### src/rtl/fpa_pkg.sv
// Package for the fixed-point ALU: opcodes, widths and the cell token type.
// No dependencies.
package fpa_pkg;
    localparam int unsigned DataWidth        = 32;
    localparam int unsigned FractionBitsDflt = 8;

    typedef enum logic [3:0] {
        OP_ADD = 4'd0, OP_SUB = 4'd1, OP_MUL = 4'd2, OP_DIV = 4'd3,
        OP_GT  = 4'd4, OP_LT  = 4'd5, OP_GE  = 4'd6, OP_LE  = 4'd7,
        OP_EQ  = 4'd8, OP_NE  = 4'd9, OP_MIN = 4'd10, OP_MAX = 4'd11,
        OP_INC = 4'd12, OP_DEC = 4'd13, OP_TOINT = 4'd14, OP_FROMINT = 4'd15
    } t_opcode;

    // Token carried along the divider chain: restoring division on magnitudes.
    typedef struct packed {
        logic                   vld;
        logic                   is_div;
        logic                   neg;
        logic                   err;
        logic [DataWidth-1:0]   res;
        logic                   cmp;
        logic [DataWidth+29:0]  rem;  // partial remainder
        logic [DataWidth+29:0]  quo;  // dividend bits shifting out, quotient in
        logic [DataWidth-1:0]   dvs;  // divisor magnitude
    } t_token;
endpackage

### src/rtl/fpa_front.sv
// Entry stages: all non-divide operations, registered multiply, divider token setup.
// Depends on fpa_pkg.
module fpa_front import fpa_pkg::*; #(
    parameter int unsigned FRACTION_BITS = FractionBitsDflt
) (
    input  logic                        i_clk,
    input  logic                        i_rst_n,
    input  logic                        i_en,
    input  logic                        i_valid,
    input  logic [3:0]                  i_opcode,
    input  logic signed [DataWidth-1:0] i_operand_a,
    input  logic signed [DataWidth-1:0] i_operand_b,
    output t_token                      o_tok
);
    localparam int unsigned QW = DataWidth + 30;

    t_opcode                      w_op;
    logic                         r_vld;
    t_opcode                      r_op;
    logic signed [DataWidth-1:0]  r_a;
    logic signed [DataWidth-1:0]  r_b;
    logic signed [2*DataWidth-1:0] r_prod;
    logic signed [2*DataWidth-1:0] w_prod_sh;
    logic [DataWidth-1:0]         w_res;
    logic                         w_cmp;
    logic [DataWidth-1:0]         w_amag;
    logic [DataWidth-1:0]         w_bmag;
    logic [QW-1:0]                w_dvd;
    t_token                       n_tok;
    t_token                       r_tok;

    assign w_op = t_opcode'(i_opcode);

    always_ff @(posedge i_clk) begin
        if (!i_rst_n) begin
            r_vld <= 1'b0;
        end else if (i_en) begin
            r_vld <= i_valid;
        end
        if (i_en) begin
            r_op   <= w_op;
            r_a    <= i_operand_a;
            r_b    <= i_operand_b;
            r_prod <= (2*DataWidth)'(i_operand_a) * (2*DataWidth)'(i_operand_b);
        end
    end

    assign w_prod_sh = r_prod >>> FRACTION_BITS;
    assign w_amag    = r_a[DataWidth-1] ? DataWidth'(-r_a) : r_a;
    assign w_bmag    = r_b[DataWidth-1] ? DataWidth'(-r_b) : r_b;
    assign w_dvd     = QW'(w_amag) << FRACTION_BITS;

    always_comb begin
        w_res = '0;
        w_cmp = 1'b0;
        case (r_op)
            OP_ADD:     w_res = r_a + r_b;
            OP_SUB:     w_res = r_a - r_b;
            OP_MUL:     w_res = w_prod_sh[DataWidth-1:0];
            OP_DIV:     w_res = '0;
            OP_GT:      w_cmp = r_a > r_b;
            OP_LT:      w_cmp = r_a < r_b;
            OP_GE:      w_cmp = r_a >= r_b;
            OP_LE:      w_cmp = r_a <= r_b;
            OP_EQ:      w_cmp = r_a == r_b;
            OP_NE:      w_cmp = r_a != r_b;
            OP_MIN:     w_res = (r_a < r_b) ? r_a : r_b;
            OP_MAX:     w_res = (r_a > r_b) ? r_a : r_b;
            OP_INC:     w_res = r_a + DataWidth'(1);
            OP_DEC:     w_res = r_a - DataWidth'(1);
            OP_TOINT:   w_res = r_a >>> FRACTION_BITS;
            OP_FROMINT: w_res = r_a << FRACTION_BITS;
            default:    w_res = '0;
        endcase
    end

    always_comb begin
        n_tok        = '0;
        n_tok.vld    = r_vld;
        n_tok.res    = w_res;
        n_tok.cmp    = w_cmp;
        n_tok.err    = (r_op == OP_DIV) && (r_b == '0);
        n_tok.is_div = (r_op == OP_DIV) && (r_b != '0);
        n_tok.neg    = r_a[DataWidth-1] ^ r_b[DataWidth-1];
        n_tok.quo    = w_dvd;
        n_tok.dvs    = w_bmag;
    end

    always_ff @(posedge i_clk) begin
        if (!i_rst_n) begin
            r_tok.vld <= 1'b0;
        end else if (i_en) begin
            r_tok.vld <= n_tok.vld;
        end
        if (i_en) begin
            r_tok.is_div <= n_tok.is_div;
            r_tok.neg    <= n_tok.neg;
            r_tok.err    <= n_tok.err;
            r_tok.res    <= n_tok.res;
            r_tok.cmp    <= n_tok.cmp;
            r_tok.rem    <= n_tok.rem;
            r_tok.quo    <= n_tok.quo;
            r_tok.dvs    <= n_tok.dvs;
        end
    end

    assign o_tok = r_tok;
endmodule

### config.mk
export PLATFORM = sky130hd
export DESIGN_NAME = fpa_front
export DESIGN_NICKNAME = d
export VERILOG_FILES = /design/src/rtl/fpa_pkg.sv /design/src/rtl/fpa_front.sv
export SDC_FILE = /design/constraint.sdc
export NUM_CORES = 2
export LEC_CHECK = 0
export BUFFER_PORTS_ARGS = -buffer_cell sky130_fd_sc_hd__clkbuf_2
export CAP_MARGIN = 20
export CORE_ASPECT_RATIO = 1.4
export CORE_MARGIN = 2
export CORE_UTILIZATION = 39
export DETAILED_ROUTE_END_ITERATION = 8
export HOLD_SLACK_MARGIN = 0.15
export SLEW_MARGIN = 20
export SYNTH_ARGS = -nofsm -noshare
export SYNTH_HDL_FRONTEND = slang
export SYNTH_SLANG_ARGS = --single-unit
export TNS_END_PERCENT = 30
### constraint.sdc
create_clock -name i_clk -period 10.35 [get_ports i_clk]
set_input_delay 0.5175 -clock i_clk [delete_from_list [all_inputs] [get_ports i_clk]]
set_output_delay 0.5175 -clock i_clk [all_outputs]
set_load 0.005 [all_outputs]
==> results.toml <==
[clock_network]
cts_hold_buf = 4
root_buffer = "clkbuf_16"
cts-buffers-inserted = 19
clk_transition_reported_paths_ps = 70
cts_sinks = 202
clk_latency_ps = 540
htree_levels = 1
cts_buffer_depth = 3
cts.repair.resized = 0
postCtsSetupRepairBufs = 0
cts_tree = "done"

[synth]
synth_top_family_by_area = "adder cells"
synthMuxAreaShare_pct = 0.388
synth_cell_types = 72
synth-simple-area-share_pct = 15.8
synthAdderAreaFrac_pct = 43.3
synth_edf_count = 200
seq_area_frac_synth_pct = 16.7
syn_area_um2 = 36100
async_flop_share_pct = 0
synthXorXnorAreaFrac_pct = 4.97
syn_avg_cell_area_um2 = 9.61
synth_compound_area_share_pct = 7.64
synth_top_area_share_pct = 35.7
ys_warn_count = 0
netlist_top_cells_area = "fa_1 36%, edfxtp_1 17%, ha_1 7.6%"
ys_seq_elements = 202
yosys.area.top_type = "fa_1"
netlist_instances = 3757
synthFlopType = "edfxtp_1"

[global_route]
grt_remaining_overflow = 0
antenna_found_initial = 5
use_met2_pct = 42.8
grtUsageTotal_pct = 23.4
grt_max_degree = 76
grt_pass1_vias = 28700
use_met1_pct = 27.9
grtUsageMet3_pct = 1.56
grt_pass1_wl_um = 169000
grt.busiest_layer = "met2"

[sta]
skew_ps = 23.0
slew_headroom_pct = 15.0
fmax_ghz = 0.131
layout_min_cycle_time_ps = 7640
hold_viol_final = 0
rsz0062_at_grt = "false"
drv_slew = 0
worstMarginPinSlew_ps = 1260
min_period_over_period_pct = 73.8
setup_violations = 0
tns_ps = 0

[drt]
first_pass_iters = 8
wl_um = 108000
vias = 26400
via_per_inst = 5.25
ant_nets = 0
drcViolationCount = 0
drtIter0Drc = 1969
wire_per_inst_um = 21.4

[die]
die_w_um = 261
core-area_um2 = 92200
ios = 265
die_area_um2 = 95100
start_util_pct = 39.2
die_h_um = 364
rows = 132

[critical_path]
setup.worst_path.class = "input pin to flop"
required_ps = 10610
critPathCaptureType = "flop"
cp-start-kind = "input pin"
cp.arrival_ps = 7900
rrSetupSlack_ps = 3960
cp_max_fo = 33

[finish]
final_area_um2 = 38400
drive_gt1_share_pct = 7.04
final_common_cell = "inv_1"
final_nets = 4745
areaGrowthSynthToFinish_pct = 6.42
diodes = 0
layout_common_cells = "708 x inv_1, 644 x fa_1, 439 x and2_1"
stdcell_count = 5027

[place]
gp_congestion = 0.914
hpwl_um = 84400
place_inst = 4990
post_dp_cell_area_um2 = 37800
io_buffers = 172

[status]
status = "finished, final reports clean"

[flow_run]
maxCapViolCount = 0

[min_path]
hp-class = "input pin to flop"
-- worst max-delay path, stage by stage --
cell and delay (ps):
clkbuf_2 470, and2_1 400, fa_1 500, fa_1 490
inv_1 50, fa_1 470, fa_1 550, inv_1 50
fa_1 500, inv_1 60, fa_1 520, inv_1 50
fa_1 390, fa_1 410, ha_1 390, a211oi_1 260
nand2_1 110, o21ai_0 220, nand2_1 200, a22o_1 290
o211ai_1 270, o211ai_1 170, a31o_2 270, a21oi_1 170
xnor2_1 90
-- cell usage after synthesis, types with 5 or more instances --
cell      number
buf_4         92
a221o_1       21
o41ai_1        5
fa_1         644
mux2i_1       14
o21a_1        20
and3_1         8
xor2_1        37
and2_1       439
a221oi_1      11
a21oi_1       95
o31a_1         5
a222oi_1      21
nor4_1         9
nand4_1       17
nand2b_1      30
or3_1         25
o22ai_1        5
inv_1        708
o211ai_1      12
nand3_1       23
xnor2_1      168
o21bai_1       8
nor2_1        67
a21o_1        35
o21ai_0       71
edfxtp_1     200
nor2b_1       14
a211oi_1      20
clkbuf_1     180
o221ai_1       8
a31oi_1       10
nor3_1        23
o31ai_1       13
or4_1         10
ha_1         220
nand2_1      392
a22oi_1        8
or2_2          8
-- per-layer routing --
metal | vias to the layer above | share of wire [%]
met1 | 13500 | 38
met3 | 238 | 5.0
met4 | 2 | 5.2
met2 | 996 | 52
li1 | 11700 | -
met5 | - | 0.012
-- kinds of logic (layout without fill, tap and decap cells) --
kind of cell | count (synthesis) | in the layout
fa+ha+maj | 864 | 864
simple gates | 1087 | 1087
buf+inv | 983 | 956
mux | 14 | 14
xor+xnor | 205 | 205
flops | 202 | 202
other cells | 1 | 92
compound gates | 401 | 401
-- through the flow --
| stage | setup WS (ps) | hold slack, ps | utilization, % |
|---|---|---|---|
| 2_1_floorplan | 3130 | 482 | - |
| 3_3_place_gp | 2160 | 499 | 41.0 |
| 3_5_place_dp | 2100 | 512 | 41.0 |
| 4_1_cts | 2690 | 193 | 41.7 |
| 5_1_grt | 2340 | 218 | 41.7 |
| 6_report | 2710 | 214 | 41.7 |
-- cell type report --
class | count | area (µm²)
clock buffers | 19 | 475
clock inverters | 14 | 139
fillers | 9111 | 53700
inverters | 708 | 2660
multi-input cells | 2663 | 26400
flip-flops and latches | 202 | 6050
well taps | 1206 | 1510
repair buffers | 215 | 1200
-- state kept, by name, summed over array words and instances, names as in the netlist --
| register | flops |
|---|---|
| o_tok | 101 |
| r_a | 32 |
| r_b | 32 |
| r_op | 4 |
| r_prod | 32 |
| r_vld | 1 |
-- path summary, 6_finish.rpt --
kind	start	end	depth (start not counted)
worst min register to register	r_vld	r_vld	2
worst max-delay path	i_operand_b[2]	r_prod[39]	25
worst max register to register	r_b[2]	o_tok[188]	17
worst min-delay path	i_rst_n	r_vld	2
Power is left out: the tool's default activity adds up to more than one toggle a clock period on the data nets, which glitch-free logic cannot reach.
