$ cat config.mk
export PLATFORM = sky130hd
export DESIGN_NAME = fpa_cell
export DESIGN_NICKNAME = d
export VERILOG_FILES = /design/src/rtl/fpa_pkg.sv /design/src/rtl/fpa_cell.sv
export SDC_FILE = /design/constraint.sdc
export NUM_CORES = 1
export LEC_CHECK = 0
export BUFFER_PORTS_ARGS = -buffer_cell sky130_fd_sc_hd__buf_2
export CAP_MARGIN = 10
export CORE_ASPECT_RATIO = 1.1
export CORE_MARGIN = 4
export CORE_UTILIZATION = 40
export CTS_BUF_LIST = sky130_fd_sc_hd__clkbuf_16
export DETAILED_ROUTE_END_ITERATION = 6
export GPL_TIMING_DRIVEN = 0
export PLACE_DENSITY = 0.7
export SYNTH_ARGS = -nofsm -noshare
export SYNTH_HDL_FRONTEND = slang
export SYNTH_SLANG_ARGS = --single-unit
$ cat constraint.sdc
create_clock -name i_clk -period 2.9 [get_ports i_clk]
set_input_delay 0.145 -clock i_clk [delete_from_list [all_inputs] [get_ports i_clk]]
set_output_delay 0.145 -clock i_clk [all_outputs]
set_load 0.02 [all_outputs]
$ cat src/rtl/fpa_pkg.sv
// Package for the fixed-point ALU: opcodes, widths and the cell token type.
// No dependencies.
package fpa_pkg;
    localparam int unsigned DataWidth        = 32;
    localparam int unsigned FractionBitsDflt = 8;

    typedef enum logic [3:0] {
        OP_ADD = 4'd0, OP_SUB = 4'd1, OP_MUL = 4'd2, OP_DIV = 4'd3,
        OP_GT  = 4'd4, OP_LT  = 4'd5, OP_GE  = 4'd6, OP_LE  = 4'd7,
        OP_EQ  = 4'd8, OP_NE  = 4'd9, OP_MIN = 4'd10, OP_MAX = 4'd11,
        OP_INC = 4'd12, OP_DEC = 4'd13, OP_TOINT = 4'd14, OP_FROMINT = 4'd15
    } t_opcode;

    // Token carried along the divider chain: restoring division on magnitudes.
    typedef struct packed {
        logic                   vld;
        logic                   is_div;
        logic                   neg;
        logic                   err;
        logic [DataWidth-1:0]   res;
        logic                   cmp;
        logic [DataWidth+29:0]  rem;  // partial remainder
        logic [DataWidth+29:0]  quo;  // dividend bits shifting out, quotient in
        logic [DataWidth-1:0]   dvs;  // divisor magnitude
    } t_token;
endpackage

$ cat src/rtl/fpa_cell.sv
// One cell of the divider chain: one restoring quotient bit per cycle while enabled.
// Depends on fpa_pkg.
module fpa_cell import fpa_pkg::*; (
    input  logic   i_clk,
    input  logic   i_rst_n,
    input  logic   i_en,
    input  t_token i_tok,
    output t_token o_tok
);
    t_token r_tok;
    t_token n_tok;
    logic [DataWidth+30:0] w_trial;

    always_comb begin
        n_tok   = i_tok;
        w_trial = {i_tok.rem, i_tok.quo[DataWidth+29]} - {31'd0, i_tok.dvs};
        if (i_tok.is_div) begin
            if (!w_trial[DataWidth+30]) begin
                n_tok.rem = w_trial[DataWidth+29:0];
                n_tok.quo = {i_tok.quo[DataWidth+28:0], 1'b1};
            end else begin
                n_tok.rem = {i_tok.rem[DataWidth+28:0], i_tok.quo[DataWidth+29]};
                n_tok.quo = {i_tok.quo[DataWidth+28:0], 1'b0};
            end
        end
    end

    always_ff @(posedge i_clk) begin
        if (!i_rst_n) begin
            r_tok.vld <= 1'b0;
        end else if (i_en) begin
            r_tok.vld <= i_tok.vld;
        end
        if (i_en) begin
            r_tok.is_div <= n_tok.is_div;
            r_tok.neg    <= n_tok.neg;
            r_tok.err    <= n_tok.err;
            r_tok.res    <= n_tok.res;
            r_tok.cmp    <= n_tok.cmp;
            r_tok.rem    <= n_tok.rem;
            r_tok.quo    <= n_tok.quo;
            r_tok.dvs    <= n_tok.dvs;
        end
    end

    assign o_tok = r_tok;
endmodule

==> results of run 1 <==
-- worst max path at each step --
stage                          from    endpoint
after floorplan           i_tok[93]  o_tok[117]
after global placement     i_tok[0]  o_tok[109]
after detailed placement   i_tok[0]  o_tok[109]
after CTS                 i_tok[93]  o_tok[145]
after global routing      i_tok[93]  o_tok[135]
final                     i_tok[93]  o_tok[116]
-- worst reg2reg max path, stage by stage (launching register included) --
cell           delay (ns)
dfxtp_1              0.31
mux2i_1              0.12
nor2b_1              0.06
dlygate4sd3_1        0.55
-- layout by cell type (no fill, tap or decap), types with 24 or more instances in the layout --
cell type      Yosys  layout
buf_2              6     389
edfxtp_1         192     192
nor2_1            88      88
a21oi_1           77      73
dlygate4sd3_1      0      71
mux2_2            61      61
nand2_1           49      48
inv_1             42      42
ha_1              32      31
clkbuf_1          31      28
o21ai_0           29      25
xor2_1            24      24
mux2i_1           26      24
-- power groups by stage --
| stage | combinational (W) | sequential [W] | clock, W |
|---|---|---|---|
| after global placement | 0.00167 | 0.00349 | 0 |
| final | 0.00190 | 0.00342 | 0.00249 |
| after detailed placement | 0.00169 | 0.00349 | 0 |
| after global routing | 0.00204 | 0.00345 | 0.00268 |
| after CTS | 0.00185 | 0.00342 | 0.00254 |
| after floorplan | 0.000645 | 0.00383 | 0 |
-- cell type report --
type,count,share of cell area (%)
clock buffers,17,2.87
repair buffers,485,20.1
plain buffers,39,1.47
well taps,346,2.92
flip-flops and latches,193,39.0
inverters,42,1.08
clock inverters,15,1.22
multi-input cells,621,31.2
diodes,4,0.0675
-- timing repair --
action | in CTS | in global routing
pin swaps | 26 | 11
cloned | 3 | 1
endpoints found under the hold margin | 69 | 1
setup endpoints to repair | 60 | 62
setup buffers | 19 | 5
hold buffers | 70 | 1
resized for setup | 51 | 21
-- per-layer routing --
metal	global-route usage [%]	vias to the layer above
li1	-	4427
met2	43.4	383
met4	7.38	6
met5	0	-
met3	7.21	50
met1	28.7	4540
-- Yosys cell counts, types with 3 or more instances --
cell type  instances  share of area [%]
a211o_1            3               0.25
o21ai_0           29                1.4
a31oi_1           25                1.5
a21o_1            10               0.71
nand4_1           12               0.71
or2_2              5               0.30
xnor2_1           20                1.7
nand2b_1           5               0.30
mux2_2            61                6.5
nor3_1            11               0.52
xor2_1            24                2.0
nor2_1            88                3.1
nor4_1             6               0.36
o21bai_1           5               0.36
ha_1              32                3.8
o31a_1             4               0.33
o211ai_1           5               0.36
and3_1             7               0.42
o21a_1             8               0.57
a211oi_1           6               0.43
o311ai_0           5               0.42
nor2b_1            5               0.30
inv_1             42                1.5
edfxtp_1         192                 55
or3_1             16               0.95
buf_2              6               0.29
and2_1             3               0.18
nand3_1           15               0.71
clkbuf_1          31                1.1
o31ai_1            5               0.36
nand2_1           49                1.8
a21oi_1           77                3.7
or4_1              9               0.64
mux2i_1           26                2.5
-- cells by family after synthesis --
logic type	count (synthesis)	share of synthesized area, %
mux	87	9.01
flops	193	55.1
fa+ha+maj	33	4.00
xor+xnor	44	3.67
compound gates	207	12.8
buf+inv	84	3.29
simple gates	249	12.2
-- stage by stage --
| step | hold WS, ns | cells | instance area (um^2) | worst slack [ns] |
|---|---|---|---|---|
| floorplan | 0.244 | 897 | 10500 | -0.00892 |
| global placement | 0.322 | 1630 | 12900 | -0.888 |
| detailed placement | 0.323 | 1631 | 12900 | -0.912 |
| CTS | 0.00237 | 1754 | 14700 | -0.0813 |
| global route | 0.00272 | 1758 | 14800 | -0.0658 |
| finish | 0.0121 | 1762 | 14800 | 0.0387 |
==> flow_summary.toml, run 1 <==
[setup_path]
cp-end-kind = "flop"
worstPathArrival_ns = 3.03
crit_chain = "buf_8 -> inv_4 -> ha_4 -> fa_2 -> and2b_1 -> o211ai_1 -> buf_4 -> a31oi_4 -> a31oi_4 -> o41ai_4 -> buf_6 -> buf_4 -> a22oi_4 -> buf_12 -> nand2_8 -> buf_8 -> buf_12 -> mux2i_2 -> a21oi_1"
critPathLaunchType = "input pin"
cp_top_family = "buffers and inverters"
rr_endpoint = "o_tok[192]"
cpPeakStageDelay_ns = 0.35
r2r_start = "o_tok[192]"
cp_slowest_cell = "fa_2"
crit_cells = 19
path_buf_inv = 8
crit_type = "input pin to flop"
worst_r2r_path_depth = 3
required_ns = 3.07
r2r_slack_ns = 1.76
path_max_fanout = 6

[clocking]
cts_made_buffers = 17
h-tree-depth = 4
cts_root_buffer = "clkbuf_16"
cts.sinks = 193
ctsLongestPathBuffers = 2
cts_tree = "built"
path_clk_slew_ns = 0.09
clk_latency_ns = 0.44

[cells_and_area]
nets = 1628
fillers = 2163
multiInputGateArea_um2 = 4630
drive_gt1_share_pct = 40.0
seqCellArea_um2 = 5790
syn2layout_area_growth_pct = 41.2
final_util_pct = 58.0
largest_reg_flops = 193

[worst_hold_path]
worstHoldStart = "i_tok[82]"
worstHoldPathCells = 2
min_to = "o_tok[82]"
hold_path_class = "input pin to flop"

[timing]
hold_viol_final = 0
drv_slew = 0
max_freq_mhz = 349
setup_viol = 0
worstMarginPinSlew_ns = 0.931
fin_crit_sh_pct = 98.7
min_period_ns = 2.86
rsz0062_at_grt = "yes"
fin_worst_skew_ns = 0
setup_tns_ns = 0
slew_headroom_pct = 37.9

[power_and_ir_drop]
p_leak_nw = 6.17
vdd_drop_max_v = 0.000353
pwr-share-clk_pct = 31.9
pwr-share-seq_pct = 43.8
p_sw_w = 0.00253
power-per-cell-area_nw_per_um2 = 526
combPwrFrac_pct = 24.3
netSwitchingFraction_pct = 32.3
report.power.total_w = 0.00781
p_int_w = 0.00528

[detailed_routing]
routedWlPerCell_um = 21.0
antenna_left = 0
routed_via_density = 5.34
wirelength_met1_um = 14000
drt_wl_total_um = 37000
topRoutingLayerUsed = "met5"
route.detailed.drc = 0
num_vias = 9406
drt_iter0_drc = 645
route.met3.wl_um = 3170
drtPass1Iterations = 7
wl_met2_um = 18800

[floorplan]
floorplan.initialDensity_pct = 41.1
fp.dieW_um = 163
dieHeight_um = 178
io-pin-count = 389
core.rowCount = 61
dieArea_um2 = 28900
core-area_um2 = 25600

[outcome]
status = "finished clean"

[synth]
netlist_area_um2 = 10500
ys_async_sr_fraction_pct = 0
syn_inst = 897
syn_nets = 1126
synth-seq-cells = 193
synth_edf_count = 192
yosysSeqAreaShare_pct = 55.1
yosysUniqueCellTypes = 72
synth-main-ff-cell = "edfxtp_1"
yosysWarnings = 0
avgSynthCellArea_um2 = 11.7

[global_route]
grt_max_degree = 104
grt_pass1_vias = 9356
grt_usage_pct = 24.5
grt_pass1_wl_um = 54100
antenna_found_initial = 5
gr-total-overflow = 0

[place]
portBuffers = 387
hpwl_um = 27200
gp_congestion = 0.923

[job]
maxCapViolCount = 0
(Power assumes the default switching activity.)
==> run 2: changes to the inputs <==
- CORE_UTILIZATION: 40 -> 45
- PLACE_DENSITY: 0.7 -> 0.77
==> flow_summary.toml, run 2 (synthesis results as in run 1) <==
[timing]
hold_viol_final = 0
rsz0062_at_grt = "yes"
max_freq_mhz = 348
worstMarginPinSlew_ns = 0.838
drv_slew = 0
slew_headroom_pct = 44.1
setup_viol = 0
fin_worst_skew_ns = 0
finalWorstSetupSlack_ns = 0.0281
min_period_ns = 2.87
holdWs_ns = 0.0260
fin_crit_sh_pct = 99.0

[setup_path]
cp_top_family = "compound AO/OA/AOI/OAI gates"
r2r_slack_ns = 1.75
cp-end-kind = "flop"
cp_slowest_cell = "a211o_1"
path_max_fanout = 6
worstPathArrival_ns = 3.03
crit_type = "input pin to flop"
path_buf_inv = 8
critPathLaunchType = "input pin"
cpPeakStageDelay_ns = 0.30
crit_chain = "buf_8 -> inv_4 -> ha_4 -> fa_2 -> and2b_2 -> o211ai_1 -> buf_4 -> a31oi_4 -> a31oi_4 -> o41ai_4 -> buf_4 -> a211o_1 -> buf_6 -> nand2_4 -> buf_8 -> buf_6 -> buf_12 -> mux2i_1 -> a21oi_1"
required_ns = 3.06

[job]
maxCapViolCount = 0

[floorplan]
io-pin-count = 389
floorplan.initialDensity_pct = 45.8
core.rowCount = 58
dieHeight_um = 168
fp.dieW_um = 154
dieArea_um2 = 25900
core-area_um2 = 22900

[detailed_routing]
num_vias = 9567
drtPass1Iterations = 5
drt_iter0_drc = 728
route.detailed.drc = 0
routed_via_density = 5.56
drt_wl_total_um = 37500
routedWlPerCell_um = 21.8
antenna_left = 0

[place]
hpwl_um = 27800
placed_cell_area_um2 = 12900
dp_cells = 1585
portBuffers = 387
gp_congestion = 0.918
pre_cts_ws_ns = -0.740

[clocking]
cts.sinks = 193
cts_tree = "built"
ctsLongestPathBuffers = 2
path_clk_slew_ns = 0.08
h-tree-depth = 4
cts_root_buffer = "clkbuf_16"
clk_latency_ns = 0.43
cts_made_buffers = 17

[cells_and_area]
final_common_cell = "buf_2"
multiInputGateArea_um2 = 4630
fillers = 1856
seqCellArea_um2 = 5790
syn2layout_area_growth_pct = 40.5
fin_area_um2 = 14800
final_cell_mix = "buf_2, edfxtp_1, nor2_1"
fin_cells = 1721
nets = 1635
largest_reg_flops = 193
drive_gt1_share_pct = 40.7

[global_route]
grt_pass1_wl_um = 55500
grt_usage_pct = 27.8
gr-total-overflow = 0
grt_max_degree = 108
antenna_found_initial = 4
grt_pass1_vias = 9536

[outcome]
status = "finished clean"

[worst_hold_path]
hold_path_class = "input pin to flop"

[power_and_ir_drop]
p_leak_nw = 6.16
vdd_drop_max_v = 0.000392
power-per-cell-area_nw_per_um2 = 520
report.power.total_w = 0.00767
run 2: cell count changes in the layout (fill, tap and decap cells not counted), sizes merged:
cell / previous run / this run
dlygate4sd3: 71 / 70
buf: 424 / 433
a22oi: 2 / 1
clkbuf: 46 / 45
diode: 4 / 3
inv: 53 / 49
clkinv: 4 / 6
nand3: 17 / 18
clkinvlp: 0 / 1
run 2: per-stage QoR:
stage	TNS (ns)	util, %
6_report	0	64.4
5_1_grt	-0.137	64.3
4_1_cts	-1.34	63.4
3_5_place_dp	-38.36	56.1
3_3_place_gp	-186.61	56.0
2_1_floorplan	-0.00892	-
run 2: what timing repair did:
| action | in CTS | in global routing |
|---|---|---|
| hold buffers | 70 | 0 |
| buffers inserted | 25 | 11 |
| hold endpoints to repair | 69 | 0 |
| cloned | 2 | 0 |
| pin swaps | 23 | 20 |
| setup endpoints to repair | 59 | 61 |
| gates resized for setup | 43 | 35 |
run 2: power by group:
| group | internal (W) | total [W] | switching (W) | leakage [nW] |
|---|---|---|---|---|
| Combinational | 0.000731 | 0.00189 | 0.00116 | 4.00 |
| Clock | 0.00115 | 0.00235 | 0.00120 | 0.277 |
| Sequential | 0.00336 | 0.00343 | 0.0000679 | 1.89 |
run 2: area by class of cell:
cell class,instances,share of cell area (%)
Sequential cell,193,39.2
Inverter,42,1.09
Clock buffer,17,2.88
Clock inverter,14,0.975
Antenna cell,3,0.0509
Timing Repair Buffer,494,20.5
Buffer,37,1.39
Tap cell,300,2.54
Multi-Input combinational cell,621,31.4
run 2: per-layer routing:
layer  GRT usage [%]  vias to the layer above  wire (um)
met1            32.7                     4634      14200
met3            7.58                       83       2850
met5               0                        -         33
met4            10.9                        6       1440
li1                -                     4425          -
met2            48.5                      419      18900
run 2: worst paths after layout:
path | start | end | cells past startpoint
worst max-delay path | i_tok[93] | o_tok[116] | 19
worst min-delay path | i_tok[87] | o_tok[88] | 2
worst max register to register | o_tok[192] | o_tok[192] | 3
worst min register to register | o_tok[192] | o_tok[192] | 3
==> run 3: changes to the inputs <==
- CORE_UTILIZATION: 45 -> 50
- PLACE_DENSITY: 0.77 -> 0.81
- clock period: 2.9 -> 2.7 ns (I/O delays scaled with it)
==> flow_summary.toml, run 3 (synthesis results as in run 1) <==
[setup_path]
cp_top_family = "compound AO/OA/AOI/OAI gates"
worst_r2r_path_depth = 3
crit_path_frequent_cell = "buf_6"
crit_type = "input pin to flop"
crit_chain = "buf_12 -> inv_12 -> ha_4 -> fa_2 -> and2b_1 -> o211ai_1 -> a31oi_2 -> a31oi_4 -> o41ai_4 -> buf_4 -> buf_6 -> a22oi_4 -> buf_12 -> buf_6 -> nand3_4 -> buf_6 -> o21a_1 -> o31a_1"
cpPeakStageDelay_ns = 0.29
worstPathArrival_ns = 3.09
path_buf_inv = 7
critPathLaunchType = "input pin"
required_ns = 2.89
path_max_fanout = 6
cp_slowest_cell = "a31oi_4"
crit_cells = 18
cp-end-kind = "flop"

[timing]
max_freq_mhz = 344
finalWorstSetupSlack_ns = -0.203
fin_worst_skew_ns = 0
setup_viol = 52
holdWs_ns = 0.0180
worstMarginPinSlew_ns = 0.794
drv_slew = 0
fin_crit_sh_pct = 108
slew_headroom_pct = 47.1
rsz0062_at_grt = "yes"
hold_viol_final = 0
min_period_ns = 2.90

[power_and_ir_drop]
vdd_drop_max_v = 0.000456
power-per-cell-area_nw_per_um2 = 554
p_leak_nw = 6.29

[cells_and_area]
drive_gt1_share_pct = 42.4
final_cell_mix = "buf_2, edfxtp_1, nor2_1"
largest_reg_flops = 193
syn2layout_area_growth_pct = 43.1
final_common_cell = "buf_2"
nets = 1645
final_util_pct = 72.8

[job]
maxCapViolCount = 0

[clocking]
cts.sinks = 193
cts_root_buffer = "clkbuf_16"
ctsLongestPathBuffers = 2
cts_made_buffers = 17
clk_latency_ns = 0.42
cts_tree = "built"
h-tree-depth = 4
path_clk_slew_ns = 0.08

[floorplan]
floorplan.initialDensity_pct = 50.9
dieArea_um2 = 23400
core-area_um2 = 20600
dieHeight_um = 160
fp.dieW_um = 146
io-pin-count = 389
core.rowCount = 55

[detailed_routing]
num_vias = 9745
drt_wl_total_um = 38200
routed_via_density = 5.77
antenna_left = 0
drt_iter0_drc = 826
drtPass1Iterations = 6
route.detailed.drc = 0
routedWlPerCell_um = 22.7

[global_route]
grt_pass1_vias = 9817
grt_max_degree = 129
antenna_found_initial = 7
grt_usage_pct = 31.1
grt_pass1_wl_um = 56100
gr-total-overflow = 0

[place]
hpwl_um = 27300
gp_congestion = 1.00
portBuffers = 387

[outcome]
violations = "negative setup slack"
status = "finished with violations"

[worst_hold_path]
hold_path_class = "input pin to flop"
worstHoldPathCells = 2
[run 3: per-layer routing]
| layer | up-vias | global-route usage [%] | part of all wire (%) |
|---|---|---|---|
| met2 | 533 | 54.4 | 51 |
| met5 | - | 0 | 0.037 |
| met4 | 2 | 15.4 | 4.9 |
| met3 | 115 | 8.57 | 8.8 |
| met1 | 4648 | 35.0 | 36 |
| li1 | 4447 | - | - |
[run 3: final cells by class]
cell class	count	area, um^2
clock inverter	14	160
clock buffer	17	425
sequential	193	5790
fill	1508	5610
timing repair buffer	503	3160
buffer	38	233
tap	256	320
antenna	4	10.0
inverter	42	170
multi-input combinational	621	4770
[run 3: path summary, 6_finish.rpt]
check / startpoint / to / slack (ns)
worst max-delay path: i_tok[93] / o_tok[129] / -0.20
worst min-delay path: i_tok[46] / o_tok[46] / 0.02
worst max register to register: o_tok[192] / o_tok[192] / 1.55
worst min register to register: o_tok[192] / o_tok[192] / 1.06
[run 3: timing repair]
action                                  4_1_cts  5_1_grt
gates cloned                                  1        2
hold buffers                                 71        0
endpoints found under the hold margin        70        0
buffers inserted                             24       19
endpoints found under the setup margin       63       63
pin swaps                                    24       53
resized for setup                            45       67
[run 3: power breakdown]
group | internal (W) | total (W) | switching [W]
Combinational | 0.000826 | 0.00212 | 0.00130
Clock | 0.00124 | 0.00252 | 0.00128
Sequential | 0.00361 | 0.00368 | 0.0000706
[run 3: through the flow]
stage	setup slack, ns	TNS (ns)	cells	instance area, um^2	power [W]
floorplan	-0.123	-2.43	897	10600	0.00481
global placement	-1.04	-232.61	1540	12800	0.00554
detailed placement	-0.950	-48.54	1541	12800	0.00557
CTS	-0.246	-7.74	1668	14500	0.00821
global route	-0.327	-13.90	1686	15000	0.00865
finish	-0.203	-6.13	1688	15000	0.00833
